<file path="src/sv/srvg_pkg.sv">
// ----------------------------------------------------------------------------
// srvg_pkg: shared types and constants of the snapped ring vertex generator
// Fixed-point widths, CORDIC arctangent table, sequencer states and the
// status bundle returned by the iterative arithmetic units.
// ----------------------------------------------------------------------------
package srvg_pkg;

  localparam int COORD_BITS   = 24;
  localparam int ANGLE_BITS   = 16;
  localparam int CORDIC_STEPS = 16;
  localparam int MAX_RING     = 24;

  localparam int RING_TOP     = 24;
  localparam int RING_DEFAULT = 6;
  localparam int RING_LIMIT   = (RING_TOP < MAX_RING) ? RING_TOP : MAX_RING;
  localparam int RING_W       = $clog2(MAX_RING + 1);
  localparam int SIZE_W       = 5;
  localparam int IDX_OUT_W    = 5;
  localparam int SECTORS      = 12;

  localparam int BOND_W       = 16;
  localparam logic [BOND_W-1:0] BOND_RESET = 16'd256;

  // CORDIC datapath: Q30 values with headroom, Q32-turn angle accumulator
  localparam int CW           = 34;
  localparam int CORDIC_GAIN  = 652032874;
  localparam int CIDX_W       = $clog2(CORDIC_STEPS);

  // restoring divider: numerator, divisor and quotient widths
  localparam int DIV_NUM_W    = 50;
  localparam int DIV_DEN_W    = 32;
  localparam int QUOT_BITS    = 24;
  localparam int REM_W        = DIV_DEN_W + QUOT_BITS;
  localparam int QIDX_W       = $clog2(QUOT_BITS);

  localparam int MUL_W        = 32;

  // atan(2^-i) in units of 2^-32 turn
  localparam logic [31:0] ATAN_LUT [24] = '{
    32'h20000000, 32'h12E4051E, 32'h09FB385B, 32'h051111D4, 32'h028B0D43,
    32'h0145D7E1, 32'h00A2F61E, 32'h00517C55, 32'h0028BE53, 32'h00145F2F,
    32'h000A2F98, 32'h000517CC, 32'h00028BE6, 32'h000145F3, 32'h0000A2FA,
    32'h0000517D, 32'h000028BE, 32'h0000145F, 32'h00000A30, 32'h00000518,
    32'h0000028C, 32'h00000146, 32'h000000A3, 32'h00000051
  };

  typedef enum logic [4:0] {
    ST_IDLE,
    ST_SQ1,
    ST_SQ2,
    ST_SQ3,
    ST_SNAP,
    ST_SDIV_GO,
    ST_SDIV_WT,
    ST_SCOR_GO,
    ST_SCOR_WT,
    ST_ADIV_GO,
    ST_ADIV_WT,
    ST_VCOR_GO,
    ST_VCOR_WT,
    ST_MULX,
    ST_XDIV_GO,
    ST_XDIV_WT,
    ST_MULY,
    ST_YDIV_GO,
    ST_YDIV_WT,
    ST_EMIT
  } srvg_state_t;

  typedef struct packed {
    logic busy;
    logic done;
  } srvg_sts_t;

endpackage

</file>
<file path="src/sv/srvg_if.sv">
// ----------------------------------------------------------------------------
// srvg_in_if / srvg_out_if: valid/ready channels of the ring generator
// Input carries start point, drag point and ring size; output carries one
// vertex per transfer.
// ----------------------------------------------------------------------------
interface srvg_in_if;
  logic                                 valid;
  logic                                 ready;
  logic signed [srvg_pkg::COORD_BITS-1:0] start_x;
  logic signed [srvg_pkg::COORD_BITS-1:0] start_y;
  logic signed [srvg_pkg::COORD_BITS-1:0] drag_x;
  logic signed [srvg_pkg::COORD_BITS-1:0] drag_y;
  logic        [srvg_pkg::SIZE_W-1:0]     ring_size;

  modport source (output valid, start_x, start_y, drag_x, drag_y, ring_size,
                  input ready);
  modport sink   (input valid, start_x, start_y, drag_x, drag_y, ring_size,
                  output ready);
endinterface

interface srvg_out_if;
  logic                                 valid;
  logic                                 ready;
  logic signed [srvg_pkg::COORD_BITS-1:0] vertex_x;
  logic signed [srvg_pkg::COORD_BITS-1:0] vertex_y;
  logic        [srvg_pkg::IDX_OUT_W-1:0]  vertex_index;
  logic                                 last_vertex;

  modport source (output valid, vertex_x, vertex_y, vertex_index, last_vertex,
                  input ready);
  modport sink   (input valid, vertex_x, vertex_y, vertex_index, last_vertex,
                  output ready);
endinterface

</file>
<file path="src/sv/srvg_cordic.sv">
// ----------------------------------------------------------------------------
// srvg_cordic: iterative CORDIC rotation, one step per cycle
// Converts a binary angle to cos and sin in Q30 after a quarter-turn
// reduction, starting from the converged gain.
// ----------------------------------------------------------------------------
module srvg_cordic (
  input  logic                                clk,
  input  logic                                rst_n,
  input  logic                                start,
  input  logic [srvg_pkg::ANGLE_BITS-1:0]     bam,
  output logic signed [srvg_pkg::CW-1:0]      cos_o,
  output logic signed [srvg_pkg::CW-1:0]      sin_o,
  output srvg_pkg::srvg_sts_t                 sts
);
  import srvg_pkg::*;

  logic signed [CW-1:0] x_r, x_nxt, y_r, y_nxt, z_r, z_nxt;
  logic [1:0]           q_r;
  logic [CIDX_W-1:0]    idx_r;
  logic                 busy_r, done_r;
  logic [31:0]          ang, ang_off, ang_red;
  logic [1:0]           quad;
  logic signed [CW-1:0] x_sh, y_sh, atan_v;

  // reduce the angle to within an eighth turn of an axis
  always_comb begin
    ang     = {bam, (32 - ANGLE_BITS)'(0)};
    ang_off = ang + 32'h2000_0000;
    quad    = ang_off[31:30];
    ang_red = ang - {quad, 30'd0};
  end

  // one rotation step
  always_comb begin
    x_sh   = x_r >>> idx_r;
    y_sh   = y_r >>> idx_r;
    atan_v = $signed({(CW - 32)'(0), ATAN_LUT[idx_r]});
    if (z_r >= 0) begin
      x_nxt = x_r - y_sh;
      y_nxt = y_r + x_sh;
      z_nxt = z_r - atan_v;
    end else begin
      x_nxt = x_r + y_sh;
      y_nxt = y_r - x_sh;
      z_nxt = z_r + atan_v;
    end
  end

  // control: load on start, iterate, pulse done
  always_ff @(posedge clk) begin
    if (!rst_n) begin
      busy_r <= 1'b0;
      done_r <= 1'b0;
      idx_r  <= '0;
    end else begin
      done_r <= 1'b0;
      if (start) begin
        busy_r <= 1'b1;
        idx_r  <= '0;
      end else if (busy_r) begin
        if (idx_r == CIDX_W'(CORDIC_STEPS - 1)) begin
          busy_r <= 1'b0;
          done_r <= 1'b1;
        end
        idx_r <= idx_r + 1'b1;
      end
    end
  end

  // datapath
  always_ff @(posedge clk) begin
    if (start) begin
      x_r <= CW'(CORDIC_GAIN);
      y_r <= '0;
      z_r <= CW'($signed(ang_red));
      q_r <= quad;
    end else if (busy_r) begin
      x_r <= x_nxt;
      y_r <= y_nxt;
      z_r <= z_nxt;
    end
  end

  // map back to the original quadrant
  always_comb begin
    case (q_r)
      2'd0: begin cos_o = x_r;  sin_o = y_r;  end
      2'd1: begin cos_o = -y_r; sin_o = x_r;  end
      2'd2: begin cos_o = -x_r; sin_o = -y_r; end
      default: begin cos_o = y_r; sin_o = -x_r; end
    endcase
  end

  assign sts.busy = busy_r;
  assign sts.done = done_r;

endmodule

</file>
<file path="src/sv/srvg_div.sv">
// ----------------------------------------------------------------------------
// srvg_div: restoring unsigned divider, one quotient bit per cycle
// Quotient is known to fit in QUOT_BITS bits for every use in the block.
// ----------------------------------------------------------------------------
module srvg_div (
  input  logic                                clk,
  input  logic                                rst_n,
  input  logic                                start,
  input  logic [srvg_pkg::DIV_NUM_W-1:0]      num,
  input  logic [srvg_pkg::DIV_DEN_W-1:0]      den,
  output logic [srvg_pkg::QUOT_BITS-1:0]      quot,
  output srvg_pkg::srvg_sts_t                 sts
);
  import srvg_pkg::*;

  logic [REM_W-1:0]     rem_r, dsh_r;
  logic [QUOT_BITS-1:0] q_r;
  logic [QIDX_W-1:0]    cnt_r;
  logic                 busy_r, done_r;
  logic                 fits;

  assign fits = (rem_r >= dsh_r);

  // control
  always_ff @(posedge clk) begin
    if (!rst_n) begin
      busy_r <= 1'b0;
      done_r <= 1'b0;
      cnt_r  <= '0;
    end else begin
      done_r <= 1'b0;
      if (start) begin
        busy_r <= 1'b1;
        cnt_r  <= '0;
      end else if (busy_r) begin
        if (cnt_r == QIDX_W'(QUOT_BITS - 1)) begin
          busy_r <= 1'b0;
          done_r <= 1'b1;
        end
        cnt_r <= cnt_r + 1'b1;
      end
    end
  end

  // subtract the shifted divisor where it fits
  always_ff @(posedge clk) begin
    if (start) begin
      rem_r <= REM_W'(num);
      dsh_r <= {den, (QUOT_BITS - 1)'(0), 1'b0} >> 1;
      q_r   <= '0;
    end else if (busy_r) begin
      if (fits) begin
        rem_r <= rem_r - dsh_r;
      end
      q_r   <= {q_r[QUOT_BITS-2:0], fits};
      dsh_r <= dsh_r >> 1;
    end
  end

  assign quot     = q_r;
  assign sts.busy = busy_r;
  assign sts.done = done_r;

endmodule

</file>
<file path="src/sv/snapped_ring_vertex_generator.sv">
// ----------------------------------------------------------------------------
// snapped_ring_vertex_generator: regular ring placed along a snapped drag
// Setup takes one division and one CORDIC rotation; each vertex then takes
// three divisions on the shared divider (one quotient bit per cycle) and one
// CORDIC rotation (one step per cycle).
// One item at a time: in_ch.ready is high only while the sequencer is idle.
// Reset (rst_n low, synchronous) idles the sequencer, drops any pending
// vertex and sets bond_length to 256.
// ----------------------------------------------------------------------------
module snapped_ring_vertex_generator (
  input  logic                          clk,
  input  logic                          rst_n,
  srvg_in_if.sink                       in_ch,
  srvg_out_if.source                    out_ch,
  input  logic                          cfg_we,
  input  logic [srvg_pkg::BOND_W-1:0]   cfg_wdata
);
  import srvg_pkg::*;

  localparam int DW  = COORD_BITS + 1;
  localparam int AW  = COORD_BITS;
  localparam int TW  = AW + 3;
  localparam int ANG_W = 12;
  localparam int SW  = COORD_BITS + 3;

  srvg_state_t state_r, state_nxt;

  logic [BOND_W-1:0]         bond_r;
  logic signed [COORD_BITS-1:0] sx_r, sy_r;
  logic [AW-1:0]             a_r, b_r;
  logic                      dx_neg_r, dx_pos_r, dy_neg_r;
  logic [RING_W-1:0]         n_r, n_nxt;
  logic [3:0]                km_r, km_nxt;
  logic [RING_W-1:0]         i_r;
  logic [63:0]               prod_r, p1_r, aa_r;
  logic [DIV_DEN_W-1:0]      den_r;
  logic signed [CW-1:0]      ux_r, uy_r, vx_r, vy_r;
  logic                      sgnx_r;
  logic [QUOT_BITS-1:0]      qx_r;

  logic signed [DW-1:0]      dx, dy;
  logic signed [TW-1:0]      t1, t2;
  logic [63:0]               three_aa;
  logic [2:0]                fsec, msec;
  logic signed [CW:0]        diffx, diffy;
  logic [MUL_W-1:0]          absx, absy;
  logic [MUL_W-1:0]          mul_a, mul_b;
  logic [ANG_W-1:0]          ang_turn;
  logic                      last_i;

  logic                      div_start, cor_start;
  logic [DIV_NUM_W-1:0]      div_num;
  logic [DIV_DEN_W-1:0]      div_den;
  logic [QUOT_BITS-1:0]      div_quot;
  srvg_sts_t                 div_sts, cor_sts;
  logic [ANGLE_BITS-1:0]     cor_bam;
  logic signed [CW-1:0]      cor_cos, cor_sin;
  logic signed [CW:0]        sin2;

  logic                      in_fire, out_free, emit_load;
  logic signed [SW-1:0]      px, py;
  logic signed [SW-1:0]      sq;

  logic                      out_valid_r;
  logic signed [COORD_BITS-1:0] vx_out_r, vy_out_r;
  logic [IDX_OUT_W-1:0]      idx_out_r;
  logic                      last_out_r;

  // shared units
  srvg_div u_div (
    .clk   (clk),
    .rst_n (rst_n),
    .start (div_start),
    .num   (div_num),
    .den   (div_den),
    .quot  (div_quot),
    .sts   (div_sts)
  );

  srvg_cordic u_cordic (
    .clk   (clk),
    .rst_n (rst_n),
    .start (cor_start),
    .bam   (cor_bam),
    .cos_o (cor_cos),
    .sin_o (cor_sin),
    .sts   (cor_sts)
  );

  assign in_fire  = in_ch.valid && in_ch.ready;
  assign out_free = !out_valid_r || out_ch.ready;
  assign last_i   = (i_r == n_r - 1'b1);

  // drag vector and ring size from the input fields
  always_comb begin
    dx = DW'(in_ch.drag_x) - DW'(in_ch.start_x);
    dy = DW'(in_ch.drag_y) - DW'(in_ch.start_y);
    if (in_ch.ring_size inside {[3:RING_LIMIT]}) begin
      n_nxt = RING_W'(in_ch.ring_size);
    end else begin
      n_nxt = RING_W'(RING_DEFAULT);
    end
  end

  // sector decision terms
  always_comb begin
    t1       = $signed({2'b0, a_r, 1'b0}) - $signed({3'b0, b_r});
    t2       = $signed({3'b0, b_r}) - $signed({2'b0, a_r, 1'b0});
    three_aa = aa_r + (aa_r << 1);
    if (t1 > 0 && p1_r > three_aa) begin
      fsec = 3'd0;
    end else if (b_r < a_r) begin
      fsec = 3'd1;
    end else if (b_r == a_r) begin
      fsec = dx_pos_r ? 3'd2 : 3'd1;
    end else if (t2 > 0 && prod_r > three_aa) begin
      fsec = 3'd3;
    end else begin
      fsec = 3'd2;
    end
    msec = dx_neg_r ? 3'd6 - fsec : fsec;
    if (a_r < AW'(3) && b_r < AW'(3)) begin
      km_nxt = 4'd0;
    end else if (dy_neg_r && msec != 3'd0) begin
      km_nxt = 4'(SECTORS) - 4'(msec);
    end else begin
      km_nxt = 4'(msec);
    end
  end

  // unit vector differences and vertex angle numerator
  always_comb begin
    diffx    = (CW + 1)'(ux_r) - (CW + 1)'(vx_r);
    diffy    = (CW + 1)'(uy_r) - (CW + 1)'(vy_r);
    absx     = diffx[CW] ? MUL_W'(-diffx) : MUL_W'(diffx);
    absy     = diffy[CW] ? MUL_W'(-diffy) : MUL_W'(diffy);
    ang_turn = ANG_W'(km_r) * ANG_W'(n_r) + ANG_W'(i_r) * ANG_W'(SECTORS);
    sin2     = (CW + 1)'(cor_sin) <<< 1;
  end

  // next state
  always_comb begin
    state_nxt = state_r;
    case (state_r)
      ST_IDLE:    if (in_fire) state_nxt = ST_SQ1;
      ST_SQ1:     state_nxt = ST_SQ2;
      ST_SQ2:     state_nxt = ST_SQ3;
      ST_SQ3:     state_nxt = ST_SNAP;
      ST_SNAP:    state_nxt = ST_SDIV_GO;
      ST_SDIV_GO: state_nxt = ST_SDIV_WT;
      ST_SDIV_WT: if (div_sts.done) state_nxt = ST_SCOR_GO;
      ST_SCOR_GO: state_nxt = ST_SCOR_WT;
      ST_SCOR_WT: if (cor_sts.done) state_nxt = ST_ADIV_GO;
      ST_ADIV_GO: state_nxt = ST_ADIV_WT;
      ST_ADIV_WT: if (div_sts.done) state_nxt = ST_VCOR_GO;
      ST_VCOR_GO: state_nxt = ST_VCOR_WT;
      ST_VCOR_WT: if (cor_sts.done) state_nxt = ST_MULX;
      ST_MULX:    state_nxt = ST_XDIV_GO;
      ST_XDIV_GO: state_nxt = ST_XDIV_WT;
      ST_XDIV_WT: if (div_sts.done) state_nxt = ST_MULY;
      ST_MULY:    state_nxt = ST_YDIV_GO;
      ST_YDIV_GO: state_nxt = ST_YDIV_WT;
      ST_YDIV_WT: if (div_sts.done) state_nxt = ST_EMIT;
      ST_EMIT: begin
        if (out_free) state_nxt = last_i ? ST_IDLE : ST_ADIV_GO;
      end
      default:    state_nxt = ST_IDLE;
    endcase
  end

  // unit commands and multiplier operands
  always_comb begin
    div_start = 1'b0;
    cor_start = 1'b0;
    div_num   = '0;
    div_den   = '0;
    cor_bam   = div_quot[ANGLE_BITS-1:0];
    mul_a     = '0;
    mul_b     = '0;
    emit_load = 1'b0;
    case (state_r)
      ST_SQ1: begin
        mul_a = (t1 > 0) ? MUL_W'(t1) : '0;
        mul_b = mul_a;
      end
      ST_SQ2: begin
        mul_a = MUL_W'(a_r);
        mul_b = MUL_W'(a_r);
      end
      ST_SQ3: begin
        mul_a = (t2 > 0) ? MUL_W'(t2) : '0;
        mul_b = mul_a;
      end
      ST_SDIV_GO: begin
        div_start = 1'b1;
        div_num   = DIV_NUM_W'(1 << ANGLE_BITS) + DIV_NUM_W'(n_r);
        div_den   = DIV_DEN_W'(n_r) << 1;
      end
      ST_SCOR_GO, ST_VCOR_GO: cor_start = 1'b1;
      ST_ADIV_GO: begin
        div_start = 1'b1;
        div_num   = (DIV_NUM_W'(ang_turn) << ANGLE_BITS)
                    + DIV_NUM_W'(n_r) * DIV_NUM_W'(SECTORS / 2);
        div_den   = DIV_DEN_W'(n_r) * DIV_DEN_W'(SECTORS);
      end
      ST_MULX: begin
        mul_a = MUL_W'(bond_r);
        mul_b = absx;
      end
      ST_MULY: begin
        mul_a = MUL_W'(bond_r);
        mul_b = absy;
      end
      ST_XDIV_GO, ST_YDIV_GO: begin
        div_start = 1'b1;
        div_num   = DIV_NUM_W'(prod_r) + DIV_NUM_W'(den_r >> 1);
        div_den   = den_r;
      end
      ST_EMIT: emit_load = out_free;
      default: ;
    endcase
  end

  // signed offsets added to the start point, then saturate
  always_comb begin
    sq = sgnx_r ? -SW'(qx_r) : SW'(qx_r);
    px = SW'(sx_r) + sq;
    sq = diffy[CW] ? -SW'(div_quot) : SW'(div_quot);
    py = SW'(sy_r) + sq;
  end

  // control registers
  always_ff @(posedge clk) begin
    if (!rst_n) begin
      state_r     <= ST_IDLE;
      out_valid_r <= 1'b0;
      bond_r      <= BOND_RESET;
    end else begin
      state_r <= state_nxt;
      if (cfg_we) begin
        bond_r <= cfg_wdata;
      end
      if (emit_load) begin
        out_valid_r <= 1'b1;
      end else if (out_ch.ready) begin
        out_valid_r <= 1'b0;
      end
    end
  end

  // datapath registers
  always_ff @(posedge clk) begin
    prod_r <= 64'(mul_a) * 64'(mul_b);
    if (in_fire) begin
      sx_r     <= in_ch.start_x;
      sy_r     <= in_ch.start_y;
      a_r      <= dx[DW-1] ? AW'(-dx) : AW'(dx);
      b_r      <= dy[DW-1] ? AW'(-dy) : AW'(dy);
      dx_neg_r <= dx[DW-1];
      dx_pos_r <= !dx[DW-1] && (dx != '0);
      dy_neg_r <= dy[DW-1];
      n_r      <= n_nxt;
    end
    case (state_r)
      ST_SQ2:  p1_r <= prod_r;
      ST_SQ3:  aa_r <= prod_r;
      ST_SNAP: km_r <= km_nxt;
      ST_SCOR_WT: begin
        if (cor_sts.done) begin
          den_r <= (cor_sin <= 0) ? DIV_DEN_W'(1) : DIV_DEN_W'(sin2);
          i_r   <= '0;
        end
      end
      ST_VCOR_WT: begin
        if (cor_sts.done) begin
          vx_r <= cor_cos;
          vy_r <= cor_sin;
          if (i_r == '0) begin
            ux_r <= cor_cos;
            uy_r <= cor_sin;
          end
        end
      end
      ST_XDIV_GO: sgnx_r <= diffx[CW];
      ST_XDIV_WT: if (div_sts.done) qx_r <= div_quot;
      ST_EMIT: begin
        if (out_free) i_r <= i_r + 1'b1;
      end
      default: ;
    endcase
    if (emit_load) begin
      vx_out_r   <= (px > SW'((1 << (COORD_BITS - 1)) - 1)) ?
                    COORD_BITS'((1 << (COORD_BITS - 1)) - 1) :
                    (px < -SW'(1 << (COORD_BITS - 1))) ?
                    COORD_BITS'(-(1 << (COORD_BITS - 1))) : COORD_BITS'(px);
      vy_out_r   <= (py > SW'((1 << (COORD_BITS - 1)) - 1)) ?
                    COORD_BITS'((1 << (COORD_BITS - 1)) - 1) :
                    (py < -SW'(1 << (COORD_BITS - 1))) ?
                    COORD_BITS'(-(1 << (COORD_BITS - 1))) : COORD_BITS'(py);
      idx_out_r  <= IDX_OUT_W'(i_r);
      last_out_r <= last_i;
    end
  end

  assign in_ch.ready         = (state_r == ST_IDLE);
  assign out_ch.valid        = out_valid_r;
  assign out_ch.vertex_x     = vx_out_r;
  assign out_ch.vertex_y     = vy_out_r;
  assign out_ch.vertex_index = idx_out_r;
  assign out_ch.last_vertex  = last_out_r;

endmodule

</file>
<file path="src/flat_wrapper.sv">
// flat-port wrapper written by rule: the top's interface ports become plain ports
module snapped_ring_vertex_generator_flat import srvg_pkg::*;
  (clk, rst_n, cfg_we, cfg_wdata, in_ch_valid, in_ch_start_x, in_ch_start_y, in_ch_drag_x, in_ch_drag_y, in_ch_ring_size, in_ch_ready, out_ch_valid, out_ch_vertex_x, out_ch_vertex_y, out_ch_vertex_index, out_ch_last_vertex, out_ch_ready);
  srvg_in_if in_ch_i ();
  srvg_out_if out_ch_i ();
  input  logic clk;
  input  logic rst_n;
  input  logic cfg_we;
  input  logic [srvg_pkg::BOND_W-1:0] cfg_wdata;
  input wire logic [$bits(in_ch_i.valid)-1:0] in_ch_valid;
  input wire logic [$bits(in_ch_i.start_x)-1:0] in_ch_start_x;
  input wire logic [$bits(in_ch_i.start_y)-1:0] in_ch_start_y;
  input wire logic [$bits(in_ch_i.drag_x)-1:0] in_ch_drag_x;
  input wire logic [$bits(in_ch_i.drag_y)-1:0] in_ch_drag_y;
  input wire logic [$bits(in_ch_i.ring_size)-1:0] in_ch_ring_size;
  output wire logic [$bits(in_ch_i.ready)-1:0] in_ch_ready;
  output wire logic [$bits(out_ch_i.valid)-1:0] out_ch_valid;
  output wire logic [$bits(out_ch_i.vertex_x)-1:0] out_ch_vertex_x;
  output wire logic [$bits(out_ch_i.vertex_y)-1:0] out_ch_vertex_y;
  output wire logic [$bits(out_ch_i.vertex_index)-1:0] out_ch_vertex_index;
  output wire logic [$bits(out_ch_i.last_vertex)-1:0] out_ch_last_vertex;
  input wire logic [$bits(out_ch_i.ready)-1:0] out_ch_ready;
  assign in_ch_i.valid = in_ch_valid;
  assign in_ch_i.start_x = in_ch_start_x;
  assign in_ch_i.start_y = in_ch_start_y;
  assign in_ch_i.drag_x = in_ch_drag_x;
  assign in_ch_i.drag_y = in_ch_drag_y;
  assign in_ch_i.ring_size = in_ch_ring_size;
  assign in_ch_ready = in_ch_i.ready;
  assign out_ch_valid = out_ch_i.valid;
  assign out_ch_vertex_x = out_ch_i.vertex_x;
  assign out_ch_vertex_y = out_ch_i.vertex_y;
  assign out_ch_vertex_index = out_ch_i.vertex_index;
  assign out_ch_last_vertex = out_ch_i.last_vertex;
  assign out_ch_i.ready = out_ch_ready;
  snapped_ring_vertex_generator u_core (.clk(clk), .rst_n(rst_n), .in_ch(in_ch_i), .out_ch(out_ch_i), .cfg_we(cfg_we), .cfg_wdata(cfg_wdata));
endmodule
</file>
<file path="config.mk">
export PLATFORM = sky130hd
export DESIGN_NAME = snapped_ring_vertex_generator_flat
export DESIGN_NICKNAME = d
export VERILOG_FILES = /design/src/sv/srvg_pkg.sv /design/src/sv/srvg_if.sv /design/src/sv/srvg_cordic.sv /design/src/sv/srvg_div.sv /design/src/sv/snapped_ring_vertex_generator.sv /design/src/flat_wrapper.sv
export SDC_FILE = /design/constraint.sdc
export NUM_CORES = 2
export LEC_CHECK = 0
export BUFFER_PORTS_ARGS = -buffer_cell sky130_fd_sc_hd__buf_2
export CELL_PAD_IN_SITES_DETAIL_PLACEMENT = 1
export CELL_PAD_IN_SITES_GLOBAL_PLACEMENT = 2
export CORE_MARGIN = 4
export CORE_UTILIZATION = 38
export DETAILED_ROUTE_END_ITERATION = 10
export PLACE_DENSITY_LB_ADDON = 0.1
export SLEW_MARGIN = 20
export SYNTH_ARGS = -nofsm -noshare
export SYNTH_HDL_FRONTEND = slang
export SYNTH_SLANG_ARGS = --single-unit
</file>
<file path="constraint.sdc">
create_clock -name clk -period 14.7 [get_ports clk]
set_input_delay 1.47 -clock clk [delete_from_list [all_inputs] [get_ports clk]]
set_output_delay 1.47 -clock clk [all_outputs]
set_load 0.01 [all_outputs]
</file>
==> metrics <==
syn_area_per_cell between 9 and 10 µm²; final slew viol count 0; ys flop type edfxtp_1; RSZ-0062 raised after global routing false; DR WL/cell 24.1 µm; die area approximately 0.27 mm²; f_max 73.8 MHz; Post-Syn Instances about 11,000; Highest Signal Layer met5; initial antenna violation count 25; Critical Path Fanout Max 17; row count roughly 190; worst hold slack around 0.48 ns; final core utilization a little over two fifths; drt first pass iters 5; core box area between 0.2 and 0.3 mm²; Arr. time, crit path about 14 ns; Reg clk slew, reported paths 0.06 ns; first-pass GRT wire length 534 mm; cts repair resizes 0; CP dominant cell by count fa_1; Vias per Instance around 5.5; layout cell share with drive strength beyond 1 under 10%; Fin. Hold Viols 0; Setup Viol. Count Final 0; type of the most critical hold path reg -> reg; CTS buffer count roughly 110; clk sink count 826; Initial Util a little under two fifths; Synth warnings 0; Final Skew 0.0817 ns; hold-fix buffers at CTS 0; P&R area growth vs syn 9.45%; Post-Synthesis Cell Area about 0.099 mm²; final layout net count 12,967; Hold Startpoint u_core.prod_r[59]; CP max-delay cell and3_1; Final GP Congestion about 0.9; #FFs+latches synth about 830; Remaining DRCs 0; largest net degree at the start of global routing 91; Post-DRT Antenna Nets 0; Setup TNS 0 ns; Worst-Skew Late Latency roughly 0.86 ns; Worst slew margin 22.4%; clk root buf clkbuf_16; Worst Path Required roughly 15 ns; Post-synth EDFFs 606; R2R setup slack 1.15 ns; fin crit share 92.2%; Filler Cell Count a little under 30,000; Async S/R FF share, synth 0%; post-synthesis sequential area ratio 22.9%; Worst Setup End Kind flip-flop; Hold Path End u_core.p1_r[59]; clock buffer depth 4; H-tree depth 3; wirelength, routed around 350 mm; WL met3 16.4 mm; Slew @ Worst Pin between 1 and 1.5 ns; wire length on met2 between 150 and 200 mm; post-synth cell types approximately 110; drt initial violations around 5,100; vias in the first global route 85,546; vias post-DR ~80,000; Critical Path Source Type flip-flop; status finished clean; Metal-1 WL ~160 mm; RR Endpoint u_core.prod_r[52]; max cap viols 0; r2r startpoint u_core.b_r[1]; post-DP HPWL about 290 mm; number of post-CTS setup repair buffers 0; GR Overflow Total 0; IO buf count approximately 180; crit path time final ~14 ns; R2R cell count 42; CP peak stage delay 0.79 ns; I/O pin cnt between 150 and 200; TritonCTS clock tree done; crit path kind reg -> reg; GRT Util Overall about 26%; Die Wd between 500 and 600 µm; worst hold stages 0; height of the die 518 µm
cell families after synthesis:
| logic type | count (synthesis) | share of synthesized area (%) |
|---|---|---|
| AO/OA/AOI/OAI | 2279 | 14.9 |
| XOR/XNOR | 839 | 7.43 |
| adder cells (fa/ha/maj) | 1822 | 29.8 |
| buffers and inverters | 1823 | 7.16 |
| flip-flops | 826 | 22.9 |
| multiplexers | 278 | 3.79 |
| other | 2 | 0.00760 |
| AND/OR/NAND/NOR | 2954 | 14.0 |
routing by layer:
metal	vias up	global-route usage [%]
met4	6	7.67
li1	37123	-
met5	-	0
met3	403	3.39
met2	1532	42.8
met1	40872	34.7
worst max-delay path: cells and delay by family (launching register included):
family | cells | cell delay [ns]
adder cells (fa/ha/maj) | 11 | 5.08
flip-flops | 1 | 0.42
buffers and inverters | 10 | 1.24
AND/OR/NAND/NOR | 10 | 3.22
XOR/XNOR | 2 | 0.33
AO/OA/AOI/OAI | 9 | 3.20
layout make-up:
cell class              instances  area (µm²)  area share (%)
diodes                          5        12.5          0.0116
clock buffers                 156        3280            3.03
clock inverters                54         573           0.530
inverters                    1362        5110            4.73
multi-input cells            8362       70100            64.8
flip-flops and latches        826       22600            20.9
well taps                    3384        4230            3.91
repair buffers                357        2270            2.10
worst max path at each step:
| stage | to | from | cells after the start |
|---|---|---|---|
| after global placement | u_core.prod_r[52] | u_core.b_r[1] | 42 |
| after CTS | u_core.prod_r[52] | u_core.b_r[1] | 42 |
| after floorplan | u_core.prod_r[52] | u_core.state_r[3] | 32 |
| final | u_core.prod_r[52] | u_core.b_r[1] | 42 |
| after detailed placement | u_core.prod_r[52] | u_core.b_r[1] | 42 |
| after global routing | u_core.prod_r[52] | u_core.b_r[1] | 42 |
sequential cells by signal, indices dropped and copies added (netlist names), 24 cells and up:
register and cells:
u_core.a_r 24, u_core.aa_r 64, u_core.sx_r 24, u_core.u_div.rem_r 56, u_core.out_ch.vertex_y 24, u_core.vx_r 34
u_core.u_cordic.z_r 34, u_core.p1_r 64, u_core.u_cordic.y_r 34, u_core.vy_r 34, u_core.uy_r 34, u_core.ux_r 34
u_core.sy_r 24, u_core.prod_r 64, u_core.qx_r 24, u_core.den_r 32, u_core.u_div.quot 24, u_core.b_r 24
u_core.u_cordic.x_r 34, u_core.out_ch.vertex_x 24, u_core.u_div.dsh_r 55
metrics by stage:
stage / std cells / setup WS [ns] / cell area [µm²]
after global placement: 14290 / 1.29 / 104000
after CTS: 14501 / 1.10 / 108000
after floorplan: 11011 / 0.188 / 99500
after global routing: 14502 / 0.180 / 108000
after detailed placement: 14291 / 1.13 / 104000
final: 14506 / 1.15 / 108000
placed cells by master, fill, tap and decap left out, types with 105 or more instances in the layout:
cell type	instances
a21o_1	329
buf_2	177
nor2b_1	147
xnor2_1	537
conb_1	190
nor2_1	982
mux2i_1	173
nor3_1	131
xor2_1	302
buf_4	176
dfxtp_1	214
o21ai_0	487
fa_1	887
clkbuf_16	120
a21oi_1	618
edfxtp_1	606
nand3_1	126
inv_1	1355
nand2_1	825
nand2b_1	171
ha_1	935
nand4_1	105
cells in the mapped netlist, types with 23 or more instances:
master | instances | area share, %
dfxtp_1 | 220 | 4.5
buf_2 | 82 | 0.42
a31oi_1 | 75 | 0.47
inv_1 | 1357 | 5.2
buf_1 | 40 | 0.15
fa_1 | 887 | 18
nor3_1 | 137 | 0.69
mux2_2 | 31 | 0.35
xnor2_1 | 537 | 4.8
edfxtp_1 | 606 | 18
mux4_2 | 74 | 1.7
nor2b_1 | 147 | 0.93
ha_1 | 935 | 12
o211ai_1 | 45 | 0.34
a21oi_1 | 620 | 3.1
nand2b_1 | 171 | 1.1
xor2_1 | 302 | 2.7
or2_2 | 84 | 0.53
o31ai_1 | 83 | 0.63
nand4_1 | 105 | 0.66
a22o_1 | 33 | 0.29
and3_1 | 71 | 0.45
or4_1 | 23 | 0.17
a22oi_1 | 25 | 0.19
nor4_1 | 45 | 0.28
nand3_1 | 126 | 0.64
a21o_1 | 329 | 2.5
mux2i_1 | 173 | 1.8
a221oi_1 | 27 | 0.24
o21a_1 | 87 | 0.66
o41ai_1 | 34 | 0.30
and2_1 | 92 | 0.58
o22ai_1 | 50 | 0.32
clkbuf_1 | 308 | 1.2
a211oi_1 | 69 | 0.52
or3_1 | 53 | 0.34
o21ai_0 | 491 | 2.5
nand2_1 | 826 | 3.1
o21bai_1 | 66 | 0.50
nor2_1 | 985 | 3.7
Power is left out: the tool's default activity adds up to more than one toggle a clock period on the data nets, which glitch-free logic cannot reach.
